<file path="src/rtl/nirpd_pkg.sv">
// Types, constants and helper functions for the NEC IR pulse-distance decoder.
`default_nettype none
package nirpd_pkg;

   localparam int CAP_W     = 16;
   localparam int TICKS_W   = 17;
   localparam int US_W      = 20;
   localparam int CNT_W     = 6;
   localparam int WORD_W    = 32;
   localparam int BIT_IDX_W = 5;
   localparam int CMD_W     = 8;
   localparam int CSR_IDX_W = 4;

   // Register indexes of the configuration port.
   typedef enum logic [CSR_IDX_W-1:0] {
      REG_REPEAT_LOW  = 4'd0,
      REG_REPEAT_HIGH = 4'd1,
      REG_LEADER_LOW  = 4'd2,
      REG_LEADER_HIGH = 4'd3,
      REG_ZERO_LOW    = 4'd4,
      REG_ZERO_HIGH   = 4'd5,
      REG_ONE_LOW     = 4'd6,
      REG_ONE_HIGH    = 4'd7
   } csr_reg_type;

   // Reset values of the timing windows, in microseconds.
   localparam logic [US_W-1:0] RST_REPEAT_LOW  = 20'd10000;
   localparam logic [US_W-1:0] RST_REPEAT_HIGH = 20'd12000;
   localparam logic [US_W-1:0] RST_LEADER_LOW  = 20'd13000;
   localparam logic [US_W-1:0] RST_LEADER_HIGH = 20'd14000;
   localparam logic [US_W-1:0] RST_ZERO_LOW    = 20'd1000;
   localparam logic [US_W-1:0] RST_ZERO_HIGH   = 20'd1500;
   localparam logic [US_W-1:0] RST_ONE_LOW     = 20'd2000;
   localparam logic [US_W-1:0] RST_ONE_HIGH    = 20'd2500;

   typedef struct packed {
      logic [US_W-1:0] repeat_low;
      logic [US_W-1:0] repeat_high;
      logic [US_W-1:0] leader_low;
      logic [US_W-1:0] leader_high;
      logic [US_W-1:0] zero_low;
      logic [US_W-1:0] zero_high;
      logic [US_W-1:0] one_low;
      logic [US_W-1:0] one_high;
   } window_cfg_type;

   // One measured interval leaving the capture stage.
   typedef struct packed {
      logic            valid;
      logic [US_W-1:0] us;
   } meas_type;

   // One decoded result heading for the output register.
   typedef struct packed {
      logic              emit;
      logic [WORD_W-1:0] word;
      logic              is_repeat;
   } result_type;

   // True when the interval lies strictly between the two bounds.
   function automatic logic in_window(input logic [US_W-1:0] us,
                                      input logic [US_W-1:0] lo,
                                      input logic [US_W-1:0] hi);
      return (us > lo) && (us < hi);
   endfunction

endpackage
`default_nettype wire

</file>
<file path="src/rtl/nirpd_csr.sv">
// Configuration registers holding the four timing windows.
`default_nettype none
module nirpd_csr (
   input  wire logic                           clock,
   input  wire logic                           reset,
   input  wire logic                           csr_valid,
   input  wire logic [nirpd_pkg::CSR_IDX_W-1:0] csr_index,
   input  wire logic [nirpd_pkg::US_W-1:0]     csr_data,
   output logic                                csr_ready,
   output nirpd_pkg::window_cfg_type           cfg
);
   import nirpd_pkg::*;

   window_cfg_type cfg_ff;
   window_cfg_type cfg_in;

   // Writes are always taken; indexes past the register list are dropped.
   assign csr_ready = 1'b1;
   assign cfg       = cfg_ff;

   // Register write decode.
   always_comb begin
      cfg_in = cfg_ff;
      if (csr_valid) begin
         case (csr_index)
            REG_REPEAT_LOW:  cfg_in.repeat_low  = csr_data;
            REG_REPEAT_HIGH: cfg_in.repeat_high = csr_data;
            REG_LEADER_LOW:  cfg_in.leader_low  = csr_data;
            REG_LEADER_HIGH: cfg_in.leader_high = csr_data;
            REG_ZERO_LOW:    cfg_in.zero_low    = csr_data;
            REG_ZERO_HIGH:   cfg_in.zero_high   = csr_data;
            REG_ONE_LOW:     cfg_in.one_low     = csr_data;
            REG_ONE_HIGH:    cfg_in.one_high    = csr_data;
            default:         cfg_in = cfg_ff;
         endcase
      end
   end

   // Window registers with their reset values.
   always_ff @(posedge clock) begin
      if (reset) begin
         cfg_ff.repeat_low  <= RST_REPEAT_LOW;
         cfg_ff.repeat_high <= RST_REPEAT_HIGH;
         cfg_ff.leader_low  <= RST_LEADER_LOW;
         cfg_ff.leader_high <= RST_LEADER_HIGH;
         cfg_ff.zero_low    <= RST_ZERO_LOW;
         cfg_ff.zero_high   <= RST_ZERO_HIGH;
         cfg_ff.one_low     <= RST_ONE_LOW;
         cfg_ff.one_high    <= RST_ONE_HIGH;
      end else begin
         cfg_ff <= cfg_in;
      end
   end

endmodule
`default_nettype wire

</file>
<file path="src/rtl/nirpd_interval.sv">
// Capture input register and interval measurement in microseconds.
`default_nettype none
module nirpd_interval #(
   parameter int TICK_US = 10
) (
   input  wire logic                         clock,
   input  wire logic                         reset,
   input  wire logic                         req_valid,
   input  wire logic                         req_stall,
   input  wire logic [nirpd_pkg::CAP_W-1:0]  req_capture_value,
   input  wire logic                         advance,
   output nirpd_pkg::meas_type               meas
);
   import nirpd_pkg::*;

   logic               valid_ff;
   logic               valid_in;
   logic [CAP_W-1:0]   cap_ff;
   logic [CAP_W-1:0]   cap_in;
   logic [CAP_W-1:0]   prev_ff;
   logic [CAP_W-1:0]   prev_in;
   logic               accept;
   logic               consume;
   logic [CAP_W-1:0]   diff;
   logic [TICKS_W-1:0] ticks;

   assign accept  = req_valid && !req_stall;
   assign consume = valid_ff && advance;

   // Input register: load on accept, hold while the stage is stalled.
   always_comb begin
      valid_in = accept || (valid_ff && !advance);
      cap_in   = accept ? req_capture_value : cap_ff;
      prev_in  = consume ? cap_ff : prev_ff;
   end

   // Wrapped tick difference; a zero difference stands for a full timer period.
   always_comb begin
      diff  = cap_ff - prev_ff;
      ticks = (diff == '0) ? {1'b1, {CAP_W{1'b0}}} : {1'b0, diff};
   end

   assign meas.valid = valid_ff;
   assign meas.us    = US_W'(US_W'(ticks) * US_W'(TICK_US));

   always_ff @(posedge clock) begin
      if (reset) begin
         valid_ff <= 1'b0;
         prev_ff  <= '0;
      end else begin
         valid_ff <= valid_in;
         prev_ff  <= prev_in;
      end
   end

   always_ff @(posedge clock) begin
      cap_ff <= cap_in;
   end

endmodule
`default_nettype wire

</file>
<file path="src/rtl/nirpd_frame.sv">
// Interval classification and frame assembly state.
`default_nettype none
module nirpd_frame #(
   parameter int FRAME_INTERVALS = 32
) (
   input  wire logic                      clock,
   input  wire logic                      reset,
   input  wire nirpd_pkg::meas_type       meas,
   input  wire logic                      advance,
   input  wire nirpd_pkg::window_cfg_type cfg,
   output nirpd_pkg::result_type          result
);
   import nirpd_pkg::*;

   logic              leader_ff, leader_in, leader_next;
   logic              repeat_ff, repeat_in;
   logic [CNT_W-1:0]  cnt_ff, cnt_in, cnt_next;
   logic [CNT_W-1:0]  pos_ff, pos_in, pos_next;
   logic [WORD_W-1:0] acc_ff, acc_in, acc_next;
   logic [WORD_W-1:0] last_ff, last_in;
   logic              is_rep_win;
   logic              is_leader_win;
   logic              is_zero;
   logic              is_one;

   // Window compares, all in parallel.
   assign is_rep_win    = in_window(meas.us, cfg.repeat_low, cfg.repeat_high);
   assign is_leader_win = in_window(meas.us, cfg.leader_low, cfg.leader_high);
   assign is_zero       = in_window(meas.us, cfg.zero_low, cfg.zero_high);
   assign is_one        = !is_zero && in_window(meas.us, cfg.one_low, cfg.one_high);

   // Next state and result for the interval in the capture stage.
   always_comb begin
      leader_in   = leader_ff;
      repeat_in   = repeat_ff;
      cnt_in      = cnt_ff;
      pos_in      = pos_ff;
      acc_in      = acc_ff;
      last_in     = last_ff;
      leader_next = leader_ff;
      cnt_next    = cnt_ff;
      pos_next    = pos_ff;
      acc_next    = acc_ff;
      result      = '0;
      if (meas.valid && advance) begin
         if (is_rep_win) begin
            // Every second repeat interval re-sends the last frame.
            if (repeat_ff) begin
               repeat_in        = 1'b0;
               cnt_in           = '0;
               pos_in           = '0;
               acc_in           = '0;
               result.emit      = 1'b1;
               result.word      = last_ff;
               result.is_repeat = 1'b1;
            end else begin
               repeat_in = 1'b1;
            end
         end else begin
            if (leader_ff) begin
               if ((is_zero || is_one) && (pos_ff < CNT_W'(WORD_W))) begin
                  if (is_one) begin
                     acc_next[pos_ff[BIT_IDX_W-1:0]] = 1'b1;
                  end
                  pos_next = pos_ff + 1'b1;
               end
               cnt_next = cnt_ff + 1'b1;
            end else if (is_leader_win) begin
               leader_next = 1'b1;
            end else begin
               cnt_next = '0;
               pos_next = '0;
               acc_next = '0;
            end
            // The last interval of a frame closes it.
            if (cnt_next == CNT_W'(FRAME_INTERVALS)) begin
               result.emit      = 1'b1;
               result.word      = acc_next;
               result.is_repeat = 1'b0;
               last_in          = acc_next;
               leader_next      = 1'b0;
               cnt_next         = '0;
               pos_next         = '0;
               acc_next         = '0;
            end
            leader_in = leader_next;
            cnt_in    = cnt_next;
            pos_in    = pos_next;
            acc_in    = acc_next;
         end
      end
   end

   always_ff @(posedge clock) begin
      if (reset) begin
         leader_ff <= 1'b0;
         repeat_ff <= 1'b0;
         cnt_ff    <= '0;
         pos_ff    <= '0;
         acc_ff    <= '0;
         last_ff   <= '0;
      end else begin
         leader_ff <= leader_in;
         repeat_ff <= repeat_in;
         cnt_ff    <= cnt_in;
         pos_ff    <= pos_in;
         acc_ff    <= acc_in;
         last_ff   <= last_in;
      end
   end

endmodule
`default_nettype wire

</file>
<file path="src/rtl/nirpd_out.sv">
// Result register that holds a transaction until the consumer takes it.
`default_nettype none
module nirpd_out (
   input  wire logic                         clock,
   input  wire logic                         reset,
   input  wire nirpd_pkg::result_type        result,
   input  wire logic                         rsp_stall,
   output logic                              out_free,
   output logic                              rsp_valid,
   output logic [nirpd_pkg::CMD_W-1:0]       rsp_command_byte,
   output logic [nirpd_pkg::WORD_W-1:0]      rsp_frame_word,
   output logic                              rsp_is_repeat
);
   import nirpd_pkg::*;

   logic              valid_ff, valid_in;
   logic [WORD_W-1:0] word_ff, word_in;
   logic              rep_ff, rep_in;

   // The register can take a new result when empty or being drained.
   assign out_free = !valid_ff || !rsp_stall;

   always_comb begin
      valid_in = out_free ? result.emit : valid_ff;
      word_in  = (out_free && result.emit) ? result.word : word_ff;
      rep_in   = (out_free && result.emit) ? result.is_repeat : rep_ff;
   end

   assign rsp_valid        = valid_ff;
   assign rsp_frame_word   = word_ff;
   assign rsp_command_byte = word_ff[23:16];
   assign rsp_is_repeat    = rep_ff;

   always_ff @(posedge clock) begin
      if (reset) begin
         valid_ff <= 1'b0;
      end else begin
         valid_ff <= valid_in;
      end
   end

   always_ff @(posedge clock) begin
      word_ff <= word_in;
      rep_ff  <= rep_in;
   end

endmodule
`default_nettype wire

</file>
<file path="src/rtl/nec_ir_pulse_distance_decoder_core.sv">
// A capture taken into the capture register is classified by the frame logic, and any
// result it yields enters the result register once that register is free.
// Throughput: one capture per cycle; the capture register advances whenever the
// result register is empty or being drained, so rsp_stall backs up into req_stall.
// Reset (synchronous, active high) clears the frame state, the previous capture,
// both valid flags and loads the default timing windows.
`default_nettype none
module nec_ir_pulse_distance_decoder_core #(
   parameter int FRAME_INTERVALS = 32,
   parameter int TICK_US         = 10
) (
   input  wire logic                            clock,
   input  wire logic                            reset,
   input  wire logic                            req_valid,
   output logic                                 req_stall,
   input  wire logic [nirpd_pkg::CAP_W-1:0]     req_capture_value,
   output logic                                 rsp_valid,
   input  wire logic                            rsp_stall,
   output logic [nirpd_pkg::CMD_W-1:0]          rsp_command_byte,
   output logic [nirpd_pkg::WORD_W-1:0]         rsp_frame_word,
   output logic                                 rsp_is_repeat,
   input  wire logic                            csr_valid,
   output logic                                 csr_ready,
   input  wire logic [nirpd_pkg::CSR_IDX_W-1:0] csr_index,
   input  wire logic [nirpd_pkg::US_W-1:0]      csr_data
);
   import nirpd_pkg::*;

   window_cfg_type cfg;
   meas_type       meas;
   result_type     result;
   logic           out_free;

   // The capture stage stalls only when it holds an item that cannot move on.
   assign req_stall = meas.valid && !out_free;

   nirpd_csr u_csr (
      .clock     (clock),
      .reset     (reset),
      .csr_valid (csr_valid),
      .csr_index (csr_index),
      .csr_data  (csr_data),
      .csr_ready (csr_ready),
      .cfg       (cfg)
   );

   nirpd_interval #(
      .TICK_US (TICK_US)
   ) u_interval (
      .clock             (clock),
      .reset             (reset),
      .req_valid         (req_valid),
      .req_stall         (req_stall),
      .req_capture_value (req_capture_value),
      .advance           (out_free),
      .meas              (meas)
   );

   nirpd_frame #(
      .FRAME_INTERVALS (FRAME_INTERVALS)
   ) u_frame (
      .clock   (clock),
      .reset   (reset),
      .meas    (meas),
      .advance (out_free),
      .cfg     (cfg),
      .result  (result)
   );

   nirpd_out u_out (
      .clock            (clock),
      .reset            (reset),
      .result           (result),
      .rsp_stall        (rsp_stall),
      .out_free         (out_free),
      .rsp_valid        (rsp_valid),
      .rsp_command_byte (rsp_command_byte),
      .rsp_frame_word   (rsp_frame_word),
      .rsp_is_repeat    (rsp_is_repeat)
   );

endmodule
`default_nettype wire

</file>
<file path="config.mk">
export PLATFORM = sky130hd
export DESIGN_NAME = nec_ir_pulse_distance_decoder_core
export DESIGN_NICKNAME = d
export VERILOG_FILES = /design/src/rtl/nirpd_pkg.sv /design/src/rtl/nirpd_csr.sv /design/src/rtl/nirpd_interval.sv /design/src/rtl/nirpd_frame.sv /design/src/rtl/nirpd_out.sv /design/src/rtl/nec_ir_pulse_distance_decoder_core.sv
export SDC_FILE = /design/constraint.sdc
export NUM_CORES = 1
export LEC_CHECK = 0
export BUFFER_PORTS_ARGS = -buffer_cell sky130_fd_sc_hd__buf_2
export CORE_UTILIZATION = 55
export DETAILED_ROUTE_END_ITERATION = 8
export PLACE_DENSITY_LB_ADDON = 0.12
export SYNTH_ARGS = -nofsm -noshare
export SYNTH_HDL_FRONTEND = slang
export SYNTH_SLANG_ARGS = --single-unit
</file>
<file path="constraint.sdc">
create_clock -name clock -period 13 [get_ports clock]
set_input_delay 3.25 -clock clock [delete_from_list [all_inputs] [get_ports clock]]
set_output_delay 3.25 -clock clock [all_outputs]
set_load 0.02 [all_outputs]
</file>
; ---- Word level (Yosys, flattened, before mapping)
; Cells that the tools add are included.
[word_totals]
ff_bits = 305
latchBits = 0
mem_bits_rw = 0
rom_bits = 0
out_inout_bits = 44
word_cells = 112
mem_count = 0
[op_classes]
addsub = 3
n_mul = 1
div = 0
magnitude_cmp = 11
n_eq_ne = 11
shifts = 0
n_mux = 30
bitwise_logic = 2
reduce_logical = 34
[op_table]
columns = operator, n
row1 = two-way mux 32 bit, 7
row2 = two-way mux 34 bit, 4
row3 = greater-than comparator 20 bit, 4
row4 = less-than comparator 20 bit, 4
row5 = two-way mux 6 bit, 12
row6 = bitwise OR 32 bit, 1
row7 = AND reduction 2 bit, 11
row8 = "multiplier 17 x 3 -> 19 bit, second input constant", 1
row9 = two-way mux 17 bit, 1
row10 = "== test 4 x 3 -> 1 bit, second input constant", 4
row11 = logical NOT 16 bit, 1
row12 = subtractor 16 bit, 1
row13 = "adder 6 x 1 -> 6 bit, second input constant", 2
row14 = logical AND 1 bit, 11
row15 = "== test 4 x 2 -> 1 bit, second input constant", 2
row16 = "== test 6 bit, second input constant", 1
row17 = "less-than comparator 5 x 6 -> 1 bit, second input constant", 1
row18 = "less-than comparator 6 bit, second input constant", 1
row19 = demux 1 bit (select 5 bit), 1
row20 = "greater-or-equal comparator 5 x 1 -> 1 bit, second input constant", 1
row21 = logical NOT 1 bit, 5
row22 = two-way mux 1 bit, 5
row23 = "== test 4 x 1 -> 1 bit, second input constant", 1
row24 = logical NOT 4 bit, 1
row25 = 7 further kinds, 9

; ---- Depth between registers and ports, before layout
[depth]
ltp_word = 16
depth_mapped = 31
depth_no_buf = 29

; ---- Modules after synthesis
; Synthesis repeated with hierarchy kept, for this count alone.
[unflattened]
cells_unflattened = 2040
area_unflattened_um2 = 18202.5
[modules_own_cells]
columns = module, instances, cells_each, area_per_inst_um2
row1 = nirpd_frame, 1, 1046, 7987.7
row2 = nirpd_csr, 1, 605, 6199.7
row3 = nirpd_interval, 1, 342, 2911.5
row4 = nirpd_out, 1, 46, 1089.8
row5 = nec_ir_pulse_distance_decoder_core, 1, 1, 13.8

; ---- Least setup slack after synthesis
; No wires, ideal clock.
[synth_path]
path_kind = flip-flop to flip-flop
from = reg u_interval.cap_ff[0]
to = reg u_out.word_ff[0], in the netlist u_out.rsp_frame_word[0] (enable)
arrival_ns = 6.936
t_required_ns = 12.577
slack_ns = 5.641
path_stages_with_launch = 24
cell_sequence = edfxtp_1 inv_1 ha_1 fa_1 buf_2 buf_2 nand3_1 or4_1 or4_1 or4_1 nor4_2 a21o_1 ha_1 a21oi_1 xnor2_1 ha_1 and3_1 nand4_1 or3_1 o31ai_1 a311o_1 o31ai_2 clkbuf_1 nor2_1
[synth_via]
elab_chain_cells = 15
elab_cells_between_ends = 19
cone_classes = add/sub: 1 / mul: 1 / order compare: 4 / eq/ne: 1 / mux: 8 / reduce/logical: 4
[synth_rtl]
columns = element, line
row1 = "start, declared", nirpd_interval.sv:18  ; logic [CAP_W-1:0] cap_ff;
row2 = "start signal, assigned", nirpd_interval.sv:57  ; cap_ff <= cap_in;
row3 = subtractor 16 bit (*), nirpd_interval.sv:39  ; diff = cap_ff - prev_ff;
row4 = logical NOT 16 bit, nirpd_interval.sv:40  ; ticks = (diff == '0) ? {1'b1, {CAP_W{1'b0}}} : {1'b0, diff};
row5 = two-way mux 17 bit (*), nirpd_interval.sv:40
row6 = multiplier 17 x 3 -> 19 bit (*), nirpd_interval.sv:44  ; assign meas.us = US_W'(US_W'(ticks) * US_W'(TICK_US));
row7 = greater-than comparator 20 bit or less-than comparator 20 bit (tied branches), nirpd_pkg.sv:64  ; return (us > lo) && (us < hi);
row8 = logical AND 1 bit, nirpd_pkg.sv:64
row9 = two-way mux 6 bit, nirpd_frame.sv:68  ; end else if (is_leader_win) begin
row10 = two-way mux 6 bit, nirpd_frame.sv:60  ; if (leader_ff) begin
row11 = two-way mux 6 bit, nirpd_frame.sv:46  ; if (is_rep_win) begin
row12 = two-way mux 6 bit, nirpd_frame.sv:45  ; if (meas.valid && advance) begin
row13 = == test 6 bit, nirpd_frame.sv:76  ; if (cnt_next == CNT_W'(FRAME_INTERVALS)) begin
row14 = two-way mux 34 bit, nirpd_frame.sv:76
row15 = two-way mux 34 bit (*), nirpd_frame.sv:46
row16 = two-way mux 34 bit (*), nirpd_frame.sv:45
row17 = logical AND 1 bit (*), nirpd_out.sv:25  ; word_in = (out_free && result.emit) ? result.word : word_ff;
row18 = "end signal, assigned", nirpd_out.sv:43  ; word_ff <= word_in;
row19 = "end, declared", nirpd_out.sv:17  ; logic [WORD_W-1:0] word_ff, word_in;
; Every way passes the cells marked *; elsewhere a longest branch is shown, timed or not. The select of a mux whose other input is x is not followed.
; A chain may end at the register's enable or synchronous reset.

; ---- Worst setup path in the final report
[layout_path]
from = reg u_interval.cap_ff[0]
to = reg u_frame.last_ff[0]
[layout_via]
elab_chain_cells = 12
elab_cells_between_ends = 31
cone_classes = add/sub: 1 / mul: 1 / order compare: 8 / eq/ne: 1 / mux: 9 / bitwise: 1 / reduce/logical: 10
[layout_rtl]
columns = element, line
row1 = subtractor 16 bit (*), nirpd_interval.sv:39
row2 = logical NOT 16 bit, nirpd_interval.sv:40
row3 = two-way mux 17 bit (*), nirpd_interval.sv:40
row4 = multiplier 17 x 3 -> 19 bit (*), nirpd_interval.sv:44
row5 = greater-than comparator 20 bit or less-than comparator 20 bit (tied branches), nirpd_pkg.sv:64
row6 = logical AND 1 bit, nirpd_pkg.sv:64
row7 = two-way mux 6 bit or logical NOT 1 bit (tied branches), "nirpd_frame.sv:68, nirpd_frame.sv:30"
row8 = two-way mux 6 bit or logical AND 1 bit (tied branches), "nirpd_frame.sv:60, nirpd_frame.sv:30"
row9 = two-way mux 6 bit or logical OR 1 bit (tied branches), "nirpd_frame.sv:46, nirpd_frame.sv:61"
row10 = two-way mux 6 bit or logical AND 1 bit (tied branches), "nirpd_frame.sv:45, nirpd_frame.sv:61"
row11 = == test 6 bit or two-way mux 32 bit (tied branches), "nirpd_frame.sv:76, nirpd_frame.sv:61"
row12 = AND reduction 3 bit (no line) or two-way mux 32 bit (tied branches), --
row13 = "end signal, assigned", nirpd_frame.sv:108  ; last_ff <= last_in;
row14 = "end, declared", nirpd_frame.sv:20  ; logic [WORD_W-1:0] last_ff, last_in;
; Marks and branches as above.

==> metrics.cfg <==
[hold_path]
whs_endpoint = u_csr.cfg[116]$_SDFFE_PP0P_
hold_path_class = flip-flop to flip-flop
min_path_cells = 2
hp-start = u_csr.cfg[116]$_SDFFE_PP0P_

[sta]
max_freq_mhz = 129
final_hold_viol_count = 0
slew-limit-headroom = 0.239
fin_crit_sh = 0.598
hold_ws_ps = 453
final_max_slew_viol_count = 0
setup_tns_ps = 0
worst_pin_slew_ps = 1140
finalCriticalPeriod_ps = 7770
setup_viol_count_final = 0
finClkSkew_ps = 13.5
rsz0062_at_grt = no

[layout]
fill_cells = 2674
seq_area_um2 = 6600
diodes = 0
multiInputGateArea_um2 = 8960
drive_above_1_share = 0.0889
area_growth_pct = 10.1
nets = 2288

[pwr]
powerDensity_nw_per_um2 = 207
p_clk_frac = 0.262
swShare = 0.411
peakVddDrop_uv = 142
p_seq_frac = 0.260
switchingPower_uw = 1580
leakagePower_uw = 0.00734
pwr-share-comb = 0.478
intPower_uw = 2260

[drt]
dr.pass1.iters = 5
ant_nets = 0
wire_per_inst_um = 17.7
wirelength_mm = 43.7
drc = 0
vias = 14300
drtIter0Drc = 1105
routed_via_density = 5.79

[synth]
async_flop_share = 0
postSynthCellCount = 2037
synthFlopType = dfxtp_1
synth.most_common_cell = nand2_1
yosysSeqAreaShare = 0.391
yosysWarnings = 0
synthDistinctLibCells = 79
ys_seq_elements = 305
synth_top_area_frac = 0.304
syn_area_per_cell_um2 = 8.28
synth_top_cells_by_area = dfxtp_1 (30%), ha_1 (14%), edfxtp_1 (8.7%), nand2_1 (8.6%), a21oi_1 (5.6%)
syn_nets = 2273
synth_commonest_cells = nand2_1 (386), dfxtp_1 (256), inv_1 (194)
synth_edf_count = 49
yosysTopAreaCell = dfxtp_1
netlist_area_um2 = 16900

[setup_path]
crit_family = compound AO/OA/AOI/OAI gates
reg2reg_depth = 25
path_buf_inv = 1
path_max_fanout = 16
crit_type = flip-flop to flip-flop
arrival_ps = 8200
r2r-end = u_frame.last_ff[0]$_SDFFE_PP0P_
crit_path_end_kind = flip-flop
reg2reg_setup_slack_ps = 5230
critPathMostFrequentCell = ha_1
cp_slowest_cell = nor3b_2
cp_data_required_time_ps = 13430
max_stage_delay_ps = 910
rr_startpoint = u_interval.cap_ff[0]$_DFFE_PP_
start_kind = flip-flop

[place]
dp_hpwl_mm = 29.9
gp_congestion = 0.888
port_buffers = 87

[global_route]
met1_usage = 0.401
use_met3 = 0.0415
grt_max_degree = 76
grt_use_met2 = 0.458
grt_pass1_vias = 13500
grt.busiest_layer = met2
antenna_found_initial = 1
grt-ovfl-total = 0
grt_first_pass_wirelength_mm = 71.2
grt_use_total = 0.285

[clock_network]
htree_levels = 2
cts_tree = yes
cts_inserted_buffers = 37
clk_pin_slew_ps = 60
clock_latency_ps = 530
clock-sinks = 305
cts-hold-fix-buffers = 0
cts_root_buffer = clkbuf_16
cts_resized = 0
cts_setup_buffers = 0
clk_path_buf_depth = 3

[floorplanning]
coreArea_um2 = 29900
row_count = 63
initial_utilization = 0.565
dieWidth_um = 177
dieArea_um2 = 31400
boundaryPins = 89
die_y_um = 177

[status]
status = completed

[job]
cap_violations = 0

[metal layers]
layer | up-vias | part of all wire
met4 | 2 | 0.020
met3 | 71 | 0.065
met1 | 6784 | 0.46
li1 | 7055 | -
met2 | 403 | 0.45
met5 | - | 0.00021
[cell type report]
cell class                 instances  area share
clock inverter                    15     0.00801
clock buffer                      53      0.0557
timing repair buffer             111      0.0333
inverter                         195      0.0394
tap                              390      0.0263
multi-input combinational       1402       0.482
sequential                       305       0.355
[kinds of logic after synthesis]
| logic type | Yosys count | share of synthesized area |
|---|---|---|
| AO/OA/AOI/OAI | 506 | 0.193 |
| other | 1 | 0.000222 |
| adder cells (fa/ha/maj) | 194 | 0.144 |
| multiplexers | 2 | 0.00119 |
| flip-flops | 305 | 0.391 |
| AND/OR/NAND/NOR | 662 | 0.172 |
| buffers and inverters | 330 | 0.0799 |
| XOR/XNOR | 37 | 0.0192 |
[worst max path at each step]
stage | start | to | slack [ps] | cells past startpoint
floorplan | u_interval.cap_ff[0]$_DFFE_PP_ | u_out.rsp_frame_word[0]$_SDFFCE_PN0P_ | 5640 | 23
global placement | u_interval.cap_ff[0]$_DFFE_PP_ | u_frame.last_ff[0]$_SDFFE_PP0P_ | 5600 | 23
detailed placement | u_interval.prev_ff[1]$_SDFFE_PP0P_ | u_frame.last_ff[0]$_SDFFE_PP0P_ | 5450 | 25
CTS | u_interval.prev_ff[1]$_SDFFE_PP0P_ | u_frame.last_ff[0]$_SDFFE_PP0P_ | 5350 | 25
global route | u_interval.cap_ff[0]$_DFFE_PP_ | u_frame.last_ff[0]$_SDFFE_PP0P_ | 4600 | 25
finish | u_interval.cap_ff[0]$_DFFE_PP_ | u_frame.last_ff[0]$_SDFFE_PP0P_ | 5230 | 25
[sequential cells by signal, summed over array words and instances (netlist names)]
register / count
u_csr.cfg: 160
u_frame.acc_ff: 32
u_frame.cnt_ff: 6
u_frame.last_ff: 32
u_frame.leader_ff: 1
u_frame.pos_ff: 6
u_frame.repeat_ff: 1
u_interval.cap_ff: 16
u_interval.prev_ff: 16
u_interval.valid_ff: 1
u_out.rsp_frame_word: 32
u_out.rsp_is_repeat: 1
u_out.rsp_valid: 1
[placed cells by master, fill, tap and decap left out, types with 5 or more instances in the layout]
| master | synthesis | layout |
|---|---|---|
| xnor2_1 | 24 | 24 |
| xor2_1 | 13 | 13 |
| nand3_1 | 27 | 27 |
| nand4_1 | 24 | 24 |
| nor2b_1 | 18 | 18 |
| and3_1 | 12 | 12 |
| a22oi_1 | 44 | 44 |
| or4_1 | 5 | 5 |
| nand2b_1 | 7 | 7 |
| a31oi_1 | 9 | 8 |
| clkbuf_8 | 0 | 5 |
| nor3_1 | 14 | 12 |
| o31ai_1 | 5 | 5 |
| a32oi_1 | 20 | 20 |
| o21a_1 | 11 | 11 |
| buf_4 | 24 | 25 |
| nor2_1 | 116 | 115 |
| or3_1 | 7 | 7 |
| ha_1 | 189 | 189 |
| clkbuf_16 | 0 | 37 |
| edfxtp_1 | 49 | 49 |
| a21oi_1 | 188 | 188 |
| clkinv_2 | 0 | 8 |
| clkbuf_1 | 88 | 11 |
| and2_1 | 10 | 10 |
| buf_2 | 10 | 86 |
| o21ai_0 | 25 | 25 |
| a211oi_1 | 48 | 48 |
| o21ai_1 | 43 | 42 |
| o211ai_1 | 48 | 48 |
| nand3b_1 | 7 | 7 |
| nor4_1 | 5 | 5 |
| nand2_1 | 386 | 386 |
| inv_1 | 194 | 193 |
| a311oi_1 | 5 | 5 |
| a21o_1 | 23 | 23 |
| dfxtp_1 | 256 | 256 |
[worst register-to-register path, cell delays in order (launching register included)]
cell and delay, ps:
edfxtp_1 350, inv_1 60, ha_1 190, fa_1 400
nor2b_1 170, o31a_1 180, o41a_1 180, a211oi_1 100
or3_1 390, xnor2_1 260, ha_1 290, ha_1 340
nand3_1 90, a21o_1 170, a31oi_1 250, xor2_1 790
ha_1 250, nand4_1 150, nor4_1 420, o21ai_1 150
a31oi_1 190, nor4b_1 90, a211oi_1 690, nor3b_2 910
a22oi_1 270, a211oi_1 330
[power by group through the flow]
| stage | Sequential (µW) | Combinational (µW) | Clock, µW |
|---|---|---|---|
| floorplan | 1020 | 1240 | 0 |
| global placement | 1020 | 1760 | 0 |
| detailed placement | 1020 | 1810 | 0 |
| CTS | 999 | 1820 | 1020 |
| global route | 1000 | 2070 | 1060 |
| finish | 1000 | 1840 | 1010 |
[per-stage QoR]
step | total power [µW] | instance area [µm²] | util | setup WS, ps | instances
final | 3850 | 18600 | 0.622 | 5230 | 2471
after detailed placement | 2830 | 17400 | 0.582 | 5450 | 2403
after global routing | 4130 | 18600 | 0.622 | 4600 | 2471
after CTS | 3840 | 18600 | 0.622 | 5350 | 2471
after floorplan | 2260 | 16900 | - | 5640 | 2037
after global placement | 2780 | 17400 | 0.582 | 5600 | 2403
(Power assumes the default switching activity.)
